==> src/design/gbse_pkg.sv <==
// gbse_pkg: shared constants, types and helpers of the glyph bitmap span expander
// used by the channel interfaces, the sequencer, the span unit and the top level
`timescale 1ns / 1ps
`default_nettype none

package gbse_pkg;

  // metric limits; the field widths below are fixed by the item format
  localparam int unsigned MAX_GLYPH_COLS = 32;
  localparam int unsigned MAX_PAD_COLS   = 8;
  localparam int unsigned MAX_PAD_ROWS   = 15;

  localparam int unsigned SPAN_BITS = 48;
  localparam int unsigned ROW_BITS  = 32;

  localparam int unsigned CFG_IDX_W  = 2;
  localparam int unsigned CFG_DATA_W = 10;

  localparam logic [CFG_IDX_W-1:0] REG_SCR_COLS = 2'd0;
  localparam logic [CFG_IDX_W-1:0] REG_SCR_ROWS = 2'd1;

  localparam logic [CFG_DATA_W-1:0] SCR_COLS_RST = 10'd400;
  localparam logic [CFG_DATA_W-1:0] SCR_ROWS_RST = 10'd240;

  localparam logic KIND_HEADER = 1'b0;
  localparam logic KIND_ROW    = 1'b1;

  // one span request from the sequencer to the span unit
  typedef struct packed {
    logic [10:0]         x0;
    logic [10:0]         y;
    logic [3:0]          lead;
    logic [5:0]          glyph;
    logic [3:0]          trail;
    logic [ROW_BITS-1:0] bits;
    logic                glyph_row;
    logic                invert;
    logic                done;
  } span_req_t;

  // top n bits of a span set, n up to SPAN_BITS
  function automatic logic [SPAN_BITS-1:0] top_ones(input logic [5:0] n);
    logic [SPAN_BITS-1:0] r;
    r = ~({SPAN_BITS{1'b1}} >> n);
    return r;
  endfunction

  // saturate a 4 bit padding count
  function automatic logic [3:0] clamp_pad(input logic [3:0] v, input logic [3:0] hi);
    logic [3:0] r;
    r = (v > hi) ? hi : v;
    return r;
  endfunction

endpackage

`default_nettype wire

==> src/design/gbse_if.sv <==
// gbse_if: valid/ready channel interfaces for header/row words, span words
// and configuration writes; widths come from gbse_pkg
`timescale 1ns / 1ps
`default_nettype none

interface gbse_in_if;
  logic                          valid;
  logic                          ready;
  logic                          kind;
  logic signed [10:0]            pos_x;
  logic signed [10:0]            pos_y;
  logic [3:0]                    cols_before;
  logic [5:0]                    cols_glyph;
  logic [3:0]                    cols_after;
  logic [3:0]                    rows_above;
  logic [4:0]                    rows_glyph;
  logic [3:0]                    rows_below;
  logic                          reverse_video;
  logic [1:0]                    padding_flags;
  logic [gbse_pkg::ROW_BITS-1:0] row_bits;

  modport source (
    output valid, kind, pos_x, pos_y, cols_before, cols_glyph, cols_after,
           rows_above, rows_glyph, rows_below, reverse_video, padding_flags, row_bits,
    input  ready
  );
  modport sink (
    input  valid, kind, pos_x, pos_y, cols_before, cols_glyph, cols_after,
           rows_above, rows_glyph, rows_below, reverse_video, padding_flags, row_bits,
    output ready
  );
endinterface

interface gbse_out_if;
  logic                           valid;
  logic                           ready;
  logic signed [10:0]             span_x;
  logic signed [10:0]             span_y;
  logic [5:0]                     span_width;
  logic [gbse_pkg::SPAN_BITS-1:0] span_pixels;
  logic [gbse_pkg::SPAN_BITS-1:0] write_mask;
  logic signed [11:0]             next_x;
  logic                           glyph_done;

  modport source (
    output valid, span_x, span_y, span_width, span_pixels, write_mask, next_x, glyph_done,
    input  ready
  );
  modport sink (
    input  valid, span_x, span_y, span_width, span_pixels, write_mask, next_x, glyph_done,
    output ready
  );
endinterface

interface gbse_cfg_if;
  logic                            valid;
  logic                            ready;
  logic [gbse_pkg::CFG_IDX_W-1:0]  index;
  logic [gbse_pkg::CFG_DATA_W-1:0] data;

  modport source (output valid, index, data, input ready);
  modport sink   (input valid, index, data, output ready);
endinterface

`default_nettype wire

==> src/design/glyph_bitmap_span_expander_unit.sv <==
// glyph_bitmap_span_expander_unit: top level with the screen size registers
// depends on gbse_pkg, gbse_if, gbse_sequencer and gbse_span_unit
//
// Channels: in_i takes header and bitmap-row words, out_o gives span words,
// cfg_i writes the visible column count (index 0) and the visible row count
// (index 1); other indexes are taken and ignored. cfg_i is always ready.
// A header word is taken, then one span leaves per cycle while out_o is ready for
// each blank row above (and below, when the glyph has no bitmap rows). A bitmap-row
// word is taken and then its span is issued (a stray one issues none); each blank
// row below then adds one span. A span appears on out_o the cycle after it is
// issued, from the output register of the span unit. The sequencer steps one
// row per cycle through the shared span unit while out_o does not stall.
// in_i is ready only while no spans of the previous word are left to issue.
// If out_o stalls, the pending span holds in the output register and the
// sequencer waits; nothing is dropped.
// Reset clears the glyph state, sets the visible columns to 400 and the
// visible rows to 240, and leaves out_o empty.
`timescale 1ns / 1ps
`default_nettype none

module glyph_bitmap_span_expander_unit (
  input  wire logic clk_i,
  input  wire logic rst_ni,
  gbse_in_if.sink   in_i,
  gbse_cfg_if.sink  cfg_i,
  gbse_out_if.source out_o
);
  import gbse_pkg::*;

  logic [CFG_DATA_W-1:0] scr_cols_q, scr_rows_q;
  logic                  slot_free;
  logic                  issue;
  span_req_t             req;

  assign cfg_i.ready = 1'b1;

  always_ff @(posedge clk_i or negedge rst_ni) begin
    if (!rst_ni) begin
      scr_cols_q <= SCR_COLS_RST;
      scr_rows_q <= SCR_ROWS_RST;
    end else if (cfg_i.valid) begin
      case (cfg_i.index)
        REG_SCR_COLS: scr_cols_q <= cfg_i.data;
        REG_SCR_ROWS: scr_rows_q <= cfg_i.data;
        default: ;
      endcase
    end
  end

  gbse_sequencer u_seq (
    .clk_i       (clk_i),
    .rst_ni      (rst_ni),
    .in_i        (in_i),
    .slot_free_i (slot_free),
    .issue_o     (issue),
    .req_o       (req)
  );

  gbse_span_unit u_span (
    .clk_i       (clk_i),
    .rst_ni      (rst_ni),
    .scr_cols_i  (scr_cols_q),
    .scr_rows_i  (scr_rows_q),
    .issue_i     (issue),
    .req_i       (req),
    .slot_free_o (slot_free),
    .out_o       (out_o)
  );

endmodule

`default_nettype wire

==> src/design/gbse_span_unit.sv <==
// gbse_span_unit: shared span builder, one span per request, with the output register
// depends on gbse_pkg (span_req_t, top_ones)
`timescale 1ns / 1ps
`default_nettype none

module gbse_span_unit (
  input  wire logic                           clk_i,
  input  wire logic                           rst_ni,
  input  wire logic [gbse_pkg::CFG_DATA_W-1:0] scr_cols_i,
  input  wire logic [gbse_pkg::CFG_DATA_W-1:0] scr_rows_i,
  input  wire logic                           issue_i,
  input  wire gbse_pkg::span_req_t            req_i,
  output logic                                slot_free_o,
  gbse_out_if.source                          out_o
);
  import gbse_pkg::*;

  logic                 valid_q;
  logic [10:0]          x_q, y_q;
  logic [5:0]           w_q;
  logic [SPAN_BITS-1:0] pix_q, msk_q;
  logic [11:0]          nx_q;
  logic                 done_q;

  logic [6:0]           sum;
  logic [5:0]           w;
  logic [6:0]           gend_sum;
  logic [5:0]           gend;
  logic [5:0]           lead6;
  logic [SPAN_BITS-1:0] shifted, gmask, on_bits, wmask, pix;
  logic [11:0]          x0s, negx, hi_s;
  logic [5:0]           lo, hi;
  logic                 row_on;
  logic [SPAN_BITS-1:0] msk;
  logic [11:0]          nx;

  always_comb begin
    sum      = 7'(req_i.lead) + 7'(req_i.glyph) + 7'(req_i.trail);
    w        = (sum > 7'(SPAN_BITS)) ? 6'(SPAN_BITS) : sum[5:0];
    gend_sum = 7'(req_i.lead) + 7'(req_i.glyph);
    gend     = (gend_sum > 7'(SPAN_BITS)) ? 6'(SPAN_BITS) : gend_sum[5:0];
    lead6    = 6'(req_i.lead);

    // glyph bits land at columns lead .. lead+glyph-1, at most lead+31; other columns stay unset
    shifted = {req_i.bits, {(SPAN_BITS-ROW_BITS){1'b0}}} >> lead6;
    gmask   = top_ones(gend) & ~top_ones(lead6);
    on_bits = req_i.glyph_row ? (shifted & gmask) : '0;
    wmask   = top_ones(w);
    pix     = (on_bits ^ {SPAN_BITS{req_i.invert}}) & wmask;

    // visible columns: c in [-x0, scr_cols - x0), clipped to the span
    x0s  = {req_i.x0[10], req_i.x0};
    negx = 12'd0 - x0s;
    lo   = !req_i.x0[10] ? 6'd0 :
           ((negx > 12'(SPAN_BITS)) ? 6'(SPAN_BITS) : negx[5:0]);
    hi_s = {2'b00, scr_cols_i} - x0s;
    hi   = hi_s[11] ? 6'd0 :
           ((hi_s > 12'(SPAN_BITS)) ? 6'(SPAN_BITS) : hi_s[5:0]);
    row_on = !req_i.y[10] && (req_i.y[9:0] < scr_rows_i);
    msk    = row_on ? (top_ones(hi) & ~top_ones(lo) & wmask) : '0;

    nx = x0s + 12'(w);
  end

  assign slot_free_o = !valid_q || out_o.ready;

  always_ff @(posedge clk_i or negedge rst_ni) begin
    if (!rst_ni) begin
      valid_q <= 1'b0;
    end else if (issue_i) begin
      valid_q <= 1'b1;
    end else if (out_o.ready) begin
      valid_q <= 1'b0;
    end
  end

  always_ff @(posedge clk_i) begin
    if (issue_i) begin
      x_q    <= req_i.x0;
      y_q    <= req_i.y;
      w_q    <= w;
      pix_q  <= pix;
      msk_q  <= msk;
      nx_q   <= nx;
      done_q <= req_i.done;
    end
  end

  assign out_o.valid       = valid_q;
  assign out_o.span_x      = x_q;
  assign out_o.span_y      = y_q;
  assign out_o.span_width  = w_q;
  assign out_o.span_pixels = pix_q;
  assign out_o.write_mask  = msk_q;
  assign out_o.next_x      = nx_q;
  assign out_o.glyph_done  = done_q;

endmodule

`default_nettype wire

==> src/design/gbse_sequencer.sv <==
// gbse_sequencer: latches glyph headers and steps through the rows above, the bitmap
// rows and the rows below, issuing one span request at a time; depends on gbse_pkg
`timescale 1ns / 1ps
`default_nettype none

module gbse_sequencer (
  input  wire logic                clk_i,
  input  wire logic                rst_ni,
  gbse_in_if.sink                  in_i,
  input  wire logic                slot_free_i,
  output logic                     issue_o,
  output gbse_pkg::span_req_t      req_o
);
  import gbse_pkg::*;

  typedef enum logic [1:0] {
    ST_IDLE,
    ST_ABOVE,
    ST_ROW,
    ST_BELOW
  } state_e;

  state_e              state_q, state_d;
  logic [10:0]         origin_x_q, row_y_q;
  logic [3:0]          lead_q, trail_q;
  logic [5:0]          glyph_q;
  logic [4:0]          rows_left_q;
  logic [3:0]          above_q, below_q;
  logic                invert_q;
  logic [ROW_BITS-1:0] bits_q;

  logic       accept;
  logic [3:0] above_in, below_in;
  logic       req_done;

  assign in_i.ready = (state_q == ST_IDLE);
  assign accept     = in_i.valid && in_i.ready;
  assign above_in   = clamp_pad(in_i.rows_above, 4'(MAX_PAD_ROWS));
  assign below_in   = clamp_pad(in_i.rows_below, 4'(MAX_PAD_ROWS));
  assign issue_o    = (state_q != ST_IDLE) && slot_free_i;

  always_comb begin
    case (state_q)
      ST_ABOVE: req_done = (above_q == 4'd1) && (rows_left_q == '0) && (below_q == '0);
      ST_ROW:   req_done = (rows_left_q == 5'd1) && (below_q == '0);
      ST_BELOW: req_done = (below_q == 4'd1);
      default:  req_done = 1'b0;
    endcase
  end

  assign req_o.x0        = origin_x_q;
  assign req_o.y         = row_y_q;
  assign req_o.lead      = lead_q;
  assign req_o.glyph     = glyph_q;
  assign req_o.trail     = trail_q;
  assign req_o.bits      = bits_q;
  assign req_o.glyph_row = (state_q == ST_ROW);
  assign req_o.invert    = invert_q;
  assign req_o.done      = req_done;

  always_comb begin
    state_d = state_q;
    case (state_q)
      ST_IDLE: begin
        if (accept) begin
          if (in_i.kind == KIND_HEADER) begin
            if (above_in != '0) begin
              state_d = ST_ABOVE;
            end else if (in_i.rows_glyph == '0 && below_in != '0) begin
              state_d = ST_BELOW;
            end
          end else if (rows_left_q != '0) begin
            state_d = ST_ROW;
          end
        end
      end
      ST_ABOVE: begin
        if (issue_o && above_q == 4'd1) begin
          state_d = (rows_left_q == '0 && below_q != '0) ? ST_BELOW : ST_IDLE;
        end
      end
      ST_ROW: begin
        if (issue_o) begin
          state_d = (rows_left_q == 5'd1 && below_q != '0) ? ST_BELOW : ST_IDLE;
        end
      end
      ST_BELOW: begin
        if (issue_o && below_q == 4'd1) begin
          state_d = ST_IDLE;
        end
      end
      default: state_d = ST_IDLE;
    endcase
  end

  always_ff @(posedge clk_i or negedge rst_ni) begin
    if (!rst_ni) begin
      state_q     <= ST_IDLE;
      origin_x_q  <= '0;
      row_y_q     <= '0;
      lead_q      <= '0;
      glyph_q     <= '0;
      trail_q     <= '0;
      rows_left_q <= '0;
      above_q     <= '0;
      below_q     <= '0;
      invert_q    <= 1'b0;
    end else begin
      state_q <= state_d;
      if (accept && in_i.kind == KIND_HEADER) begin
        origin_x_q  <= in_i.pos_x;
        row_y_q     <= in_i.pos_y;
        lead_q      <= in_i.padding_flags[0] ?
                       clamp_pad(in_i.cols_before, 4'(MAX_PAD_COLS)) : 4'd0;
        glyph_q     <= (in_i.cols_glyph > 6'(MAX_GLYPH_COLS)) ?
                       6'(MAX_GLYPH_COLS) : in_i.cols_glyph;
        trail_q     <= in_i.padding_flags[1] ?
                       clamp_pad(in_i.cols_after, 4'(MAX_PAD_COLS)) : 4'd0;
        rows_left_q <= in_i.rows_glyph;
        above_q     <= above_in;
        below_q     <= below_in;
        invert_q    <= in_i.reverse_video;
      end
      if (issue_o) begin
        // row y wraps at 11 bits
        row_y_q <= row_y_q + 11'd1;
        case (state_q)
          ST_ABOVE: above_q     <= above_q - 4'd1;
          ST_ROW:   rows_left_q <= rows_left_q - 5'd1;
          ST_BELOW: below_q     <= below_q - 4'd1;
          default:  ;
        endcase
      end
    end
  end

  // bitmap word held for the row span
  always_ff @(posedge clk_i) begin
    if (accept && in_i.kind == KIND_ROW) begin
      bits_q <= in_i.row_bits;
    end
  end

  a_done_ends_glyph: assert property (@(posedge clk_i) disable iff (!rst_ni)
    issue_o && req_o.done |=> state_q == ST_IDLE)
    else $error("final span did not return the sequencer to idle");

  a_above_count: assert property (@(posedge clk_i) disable iff (!rst_ni)
    state_q == ST_ABOVE |-> above_q != '0)
    else $error("rows-above phase with no rows left");

  a_row_count: assert property (@(posedge clk_i) disable iff (!rst_ni)
    state_q == ST_ROW |-> rows_left_q != '0)
    else $error("bitmap row span with no bitmap rows pending");

  a_below_count: assert property (@(posedge clk_i) disable iff (!rst_ni)
    state_q == ST_BELOW |-> below_q != '0)
    else $error("rows-below phase with no rows left");

endmodule

`default_nettype wire

==> src/flat_wrapper.sv <==
// flat-port wrapper written by rule: the top's interface ports become plain ports
module glyph_bitmap_span_expander_unit_flat import gbse_pkg::*;
  (clk_i, rst_ni, in_i_valid, in_i_kind, in_i_pos_x, in_i_pos_y, in_i_cols_before, in_i_cols_glyph, in_i_cols_after, in_i_rows_above, in_i_rows_glyph, in_i_rows_below, in_i_reverse_video, in_i_padding_flags, in_i_row_bits, in_i_ready, cfg_i_valid, cfg_i_index, cfg_i_data, cfg_i_ready, out_o_valid, out_o_span_x, out_o_span_y, out_o_span_width, out_o_span_pixels, out_o_write_mask, out_o_next_x, out_o_glyph_done, out_o_ready);
  gbse_in_if in_i_i ();
  gbse_cfg_if cfg_i_i ();
  gbse_out_if out_o_i ();
  input  wire logic clk_i;
  input  wire logic rst_ni;
  input wire logic [$bits(in_i_i.valid)-1:0] in_i_valid;
  input wire logic [$bits(in_i_i.kind)-1:0] in_i_kind;
  input wire logic [$bits(in_i_i.pos_x)-1:0] in_i_pos_x;
  input wire logic [$bits(in_i_i.pos_y)-1:0] in_i_pos_y;
  input wire logic [$bits(in_i_i.cols_before)-1:0] in_i_cols_before;
  input wire logic [$bits(in_i_i.cols_glyph)-1:0] in_i_cols_glyph;
  input wire logic [$bits(in_i_i.cols_after)-1:0] in_i_cols_after;
  input wire logic [$bits(in_i_i.rows_above)-1:0] in_i_rows_above;
  input wire logic [$bits(in_i_i.rows_glyph)-1:0] in_i_rows_glyph;
  input wire logic [$bits(in_i_i.rows_below)-1:0] in_i_rows_below;
  input wire logic [$bits(in_i_i.reverse_video)-1:0] in_i_reverse_video;
  input wire logic [$bits(in_i_i.padding_flags)-1:0] in_i_padding_flags;
  input wire logic [$bits(in_i_i.row_bits)-1:0] in_i_row_bits;
  output wire logic [$bits(in_i_i.ready)-1:0] in_i_ready;
  input wire logic [$bits(cfg_i_i.valid)-1:0] cfg_i_valid;
  input wire logic [$bits(cfg_i_i.index)-1:0] cfg_i_index;
  input wire logic [$bits(cfg_i_i.data)-1:0] cfg_i_data;
  output wire logic [$bits(cfg_i_i.ready)-1:0] cfg_i_ready;
  output wire logic [$bits(out_o_i.valid)-1:0] out_o_valid;
  output wire logic [$bits(out_o_i.span_x)-1:0] out_o_span_x;
  output wire logic [$bits(out_o_i.span_y)-1:0] out_o_span_y;
  output wire logic [$bits(out_o_i.span_width)-1:0] out_o_span_width;
  output wire logic [$bits(out_o_i.span_pixels)-1:0] out_o_span_pixels;
  output wire logic [$bits(out_o_i.write_mask)-1:0] out_o_write_mask;
  output wire logic [$bits(out_o_i.next_x)-1:0] out_o_next_x;
  output wire logic [$bits(out_o_i.glyph_done)-1:0] out_o_glyph_done;
  input wire logic [$bits(out_o_i.ready)-1:0] out_o_ready;
  assign in_i_i.valid = in_i_valid;
  assign in_i_i.kind = in_i_kind;
  assign in_i_i.pos_x = in_i_pos_x;
  assign in_i_i.pos_y = in_i_pos_y;
  assign in_i_i.cols_before = in_i_cols_before;
  assign in_i_i.cols_glyph = in_i_cols_glyph;
  assign in_i_i.cols_after = in_i_cols_after;
  assign in_i_i.rows_above = in_i_rows_above;
  assign in_i_i.rows_glyph = in_i_rows_glyph;
  assign in_i_i.rows_below = in_i_rows_below;
  assign in_i_i.reverse_video = in_i_reverse_video;
  assign in_i_i.padding_flags = in_i_padding_flags;
  assign in_i_i.row_bits = in_i_row_bits;
  assign in_i_ready = in_i_i.ready;
  assign cfg_i_i.valid = cfg_i_valid;
  assign cfg_i_i.index = cfg_i_index;
  assign cfg_i_i.data = cfg_i_data;
  assign cfg_i_ready = cfg_i_i.ready;
  assign out_o_valid = out_o_i.valid;
  assign out_o_span_x = out_o_i.span_x;
  assign out_o_span_y = out_o_i.span_y;
  assign out_o_span_width = out_o_i.span_width;
  assign out_o_span_pixels = out_o_i.span_pixels;
  assign out_o_write_mask = out_o_i.write_mask;
  assign out_o_next_x = out_o_i.next_x;
  assign out_o_glyph_done = out_o_i.glyph_done;
  assign out_o_i.ready = out_o_ready;
  glyph_bitmap_span_expander_unit u_core (.clk_i(clk_i), .rst_ni(rst_ni), .in_i(in_i_i), .cfg_i(cfg_i_i), .out_o(out_o_i));
endmodule
==> config.mk <==
export PLATFORM = sky130hd
export DESIGN_NAME = glyph_bitmap_span_expander_unit_flat
export DESIGN_NICKNAME = d
export VERILOG_FILES = /design/src/design/gbse_pkg.sv /design/src/design/gbse_if.sv /design/src/design/glyph_bitmap_span_expander_unit.sv /design/src/design/gbse_span_unit.sv /design/src/design/gbse_sequencer.sv /design/src/flat_wrapper.sv
export SDC_FILE = /design/constraint.sdc
export NUM_CORES = 1
export LEC_CHECK = 0
export ABC_CLOCK_PERIOD_IN_PS = 8119
export BUFFER_PORTS_ARGS = -buffer_cell sky130_fd_sc_hd__buf_2
export CORE_UTILIZATION = 56
export CTS_CLUSTER_SIZE = 12
export DETAILED_ROUTE_END_ITERATION = 7
export PLACE_DENSITY = 0.83
export SLEW_MARGIN = 40
export SYNTH_ARGS = -nofsm -noshare
export SYNTH_HDL_FRONTEND = slang
export SYNTH_SLANG_ARGS = --single-unit
==> constraint.sdc <==
create_clock -name clk_i -period 8.12 [get_ports clk_i]
set_input_delay 1.624 -clock clk_i [delete_from_list [all_inputs] [get_ports clk_i]]
set_output_delay 1.624 -clock clk_i [all_outputs]
set_load 0.02 [all_outputs]
==> qor.yml <==
cts_sinks: 242
worstSetupEndpointType: "register"
portBuffers: 240
synth_warnings: 0
yosys.area.top_type_share_pct: 34.09
tightest_slew_ns: 0.9121
clock_skew_ns: 0.009959
cts_resized: 0
max_freq_mhz: 159.0
num_rows: 59
io_pins: 242
grt_pass1_wl_um: 69260
cp_max_fo: 41
firstDrtPassIters: 6
async_reset_ff_share_pct: 30.17
tns_ns: 0
final_nets: 1853
setup_viol: 0
drc: 0
cts_tree: "yes"
synth_edf_count: 169
fin_util_pct: 66.03
seq_area_um2: 6915
synth_flop_cell: "edfxtp_1"
hold_viol_final: 0
grt_start_max_net_pins: 87
pre_cts_ws_ns: 2.026
cap_violations: 0
worst_skew_pair.late_latency_ns: 0.54
synth.distinct_cells: 79
viasPerCell: 6.377
wl_per_cell_um: 22.32
synth.avg_cell_area_um2: 9.997
finalWorstSetupSlack_ns: 1.829
hold_path.class: "reg -> reg"
grt_overflow_total: 0
required_ns: 8.41
die_x_um: 165.0
dp_hpwl_um: 34910
cts-hold-fix-buffers: 0
worst_hold_slack_ns: 0.4799
numCtsBuffers: 26
grt_usage_pct: 33.57
area_growth_pct: 15.59
rsz0062_at_grt: "false"
antenna_found_initial: 0
gp_congestion: 1.065
first_iter_violations: 1527
crit_path_cell_trace: "ha_1, fa_1, xnor2_1, inv_1, ha_1, nand2b_1, a21o_1, and4_1, mux2i_1, nand2_1, nor2_1, ha_1, a21o_1, a21oi_1, o21bai_1, a21oi_1, nor2b_1, nor2_1, nor2_1, xnor2_1"
period_share_pct: 77.47
synth_largest_area_cell: "edfxtp_1"
crit_path_start_kind: "register"
dr_total_vias: 13070
cp.buffers_inverters: 1
fillers: 2096
die_h_um: 165.0
slowest_delay_ns: 0.70
synth.area.top_cells: "edfxtp_1 (34%), dfrtp_1 (11%), nor2_1 (4.3%), nand2_1 (4.1%), ha_1 (4.0%)"
die_area_um2: 27240
path_clk_slew_ns: 0.06
cts_setup_buffers: 0
slew_headroom_pct: 38.89
drv_slew: 0
synth_seq_cells: 242
initial_core_util_pct: 57.12
yosysSeqAreaShare_pct: 46.42
synthCells: 1489
status: "complete, no violations"
clk_path_buf_depth: 3
antenna_left: 0
crit_slowest_cell: "dfrtp_4"
routed_wl_um: 45760
criticalPathCategory: "reg -> reg"
core-area_um2: 26060
drive_gt1_share_pct: 22.68
h-tree-depth: 1
multi_input_area_um2: 7537
path_delay_family: "simple AND/OR/NAND/NOR gates"
num_antenna_cells: 0
synth_area_um2: 14890
cts_root_buffer: "clkbuf_16"
syn_nets: 1643
final.min_clock_period_ns: 6.291
grt_pass1_vias: 12160
arrival_ns: 6.58
[metrics by stage]
step                      area [µm²]  instances
after floorplan                14890       1489
final                          17210       2050
after detailed placement       16370       2006
after global placement         16340       2006
after CTS                      17190       2050
after global routing           17210       2050
[sequential cells by signal, indices dropped and copies added (netlist names)]
signal	flops
u_core.u_seq.bits_q	32
u_core.u_seq.origin_x_q	11
u_core.scr_rows_q	10
u_core.u_seq.invert_q	1
u_core.u_span.out_o.write_mask	48
u_core.u_span.out_o.span_y	11
u_core.u_seq.rows_left_q	5
u_core.u_span.out_o.next_x	12
u_core.u_span.out_o.span_x	11
u_core.u_span.out_o.glyph_done	1
u_core.scr_cols_q	10
u_core.u_seq.above_q	4
u_core.u_seq.trail_q	4
u_core.u_seq.lead_q	4
u_core.u_span.out_o.valid	1
u_core.u_seq.row_y_q	11
u_core.u_span.out_o.span_pixels	48
u_core.u_seq.glyph_q	6
u_core.u_span.out_o.span_width	6
u_core.u_seq.state_q	2
u_core.u_seq.below_q	4
[final timing paths]
path | start | end | slack (ns) | cells past startpoint
max reg2reg | u_core.u_seq.lead_q[0]$_DFFE_PN0P_ | u_core.u_span.out_o.next_x[7]$_DFFE_PP_ | 1.83 | 20
max | u_core.u_seq.lead_q[0]$_DFFE_PN0P_ | u_core.u_span.out_o.next_x[7]$_DFFE_PP_ | 1.83 | 20
min in group asynchronous | rst_ni | u_core.u_seq.above_q[3]$_DFF_PN0_ | 1.20 | 2
min reg2reg | u_core.u_seq.trail_q[0]$_DFFE_PN0P_ | u_core.u_seq.trail_q[0]$_DFFE_PN0P_ | 0.48 | 2
min | u_core.u_seq.trail_q[0]$_DFFE_PN0P_ | u_core.u_seq.trail_q[0]$_DFFE_PN0P_ | 0.48 | 2
max in group asynchronous | rst_ni | u_core.u_seq.lead_q[0]$_DFFE_PN0P_ | 6.41 | 2
[layout make-up]
class / instances / area share [%]
Sequential cell: 242 / 40.19
Timing Repair Buffer: 254 / 7.635
Tap cell: 335 / 2.436
Clock buffer: 40 / 4.450
Clock inverter: 4 / 0.2981
Multi-Input combinational cell: 1122 / 43.80
Inverter: 53 / 1.185
[per-layer routing]
layer	global-route usage (%)	routed length [µm]	vias up
li1	-	-	5940
met1	44.77	18660	6211
met2	54.20	21070	778
met3	5.374	3954	143
met4	14.35	2074	0
met5	0	0	-
[kinds of logic (layout without fill, tap and decap cells)]
group	after synthesis	count (layout)	share of synthesized area (%)
buf+inv	125	351	3.278
other cells	1	1	0.02519
compound gates	364	364	16.35
simple gates	539	539	16.79
xor+xnor	78	78	4.589
fa+ha+maj	52	52	4.573
mux	88	88	7.968
flops	242	242	46.42
[worst register-to-register path, cell delays in order, from the launching register on]
cell and delay [ns]:
dfrtp_4 0.70, ha_1 0.34, fa_1 0.50, xnor2_1 0.48, inv_1 0.16, ha_1 0.46
nand2b_1 0.12, a21o_1 0.21, and4_1 0.24, mux2i_1 0.20, nand2_1 0.40, nor2_1 0.64
ha_1 0.35, a21o_1 0.15, a21oi_1 0.24, o21bai_1 0.10, a21oi_1 0.23, nor2b_1 0.08
nor2_1 0.22, nor2_1 0.09, xnor2_1 0.13
[cells in the mapped netlist, drive strengths merged, types with 14 or more instances]
master,instances
nor2,170
edfxtp,169
nand2,163
o21ai,99
a21oi,84
dfrtp,66
nor3,54
clkbuf,52
inv,51
ha,48
xnor2,48
nand3,45
mux2,34
mux2i,33
xor2,30
a2111oi,26
a211oi,25
mux4,21
buf,20
o211ai,17
a31oi,16
nor4,15
and2,14
nand2b,14
[cell usage in the layout, fill, tap and decap left out, types with 8 or more instances in the layout]
| cell type | n |
|---|---|
| a2111oi_0 | 10 |
| a2111oi_1 | 8 |
| a2111oi_2 | 8 |
| a211oi_1 | 24 |
| a21o_1 | 12 |
| a21oi_1 | 84 |
| a31oi_1 | 16 |
| and2_1 | 14 |
| buf_2 | 240 |
| buf_4 | 12 |
| clkbuf_1 | 10 |
| clkbuf_16 | 28 |
| dfrtp_1 | 64 |
| edfxtp_1 | 169 |
| ha_1 | 48 |
| inv_1 | 50 |
| mux2_2 | 34 |
| mux2i_1 | 33 |
| mux4_2 | 21 |
| nand2_1 | 163 |
| nand2b_1 | 14 |
| nand3_1 | 44 |
| nand4_1 | 12 |
| nor2_1 | 167 |
| nor2b_1 | 12 |
| nor3_1 | 53 |
| nor4_1 | 13 |
| o211ai_1 | 17 |
| o21ai_0 | 98 |
| o22ai_1 | 9 |
| o31ai_1 | 10 |
| xnor2_1 | 45 |
| xor2_1 | 29 |
Power is not shown: default switching activity piles up to over one toggle a cycle in this logic, so the estimate is an artifact.
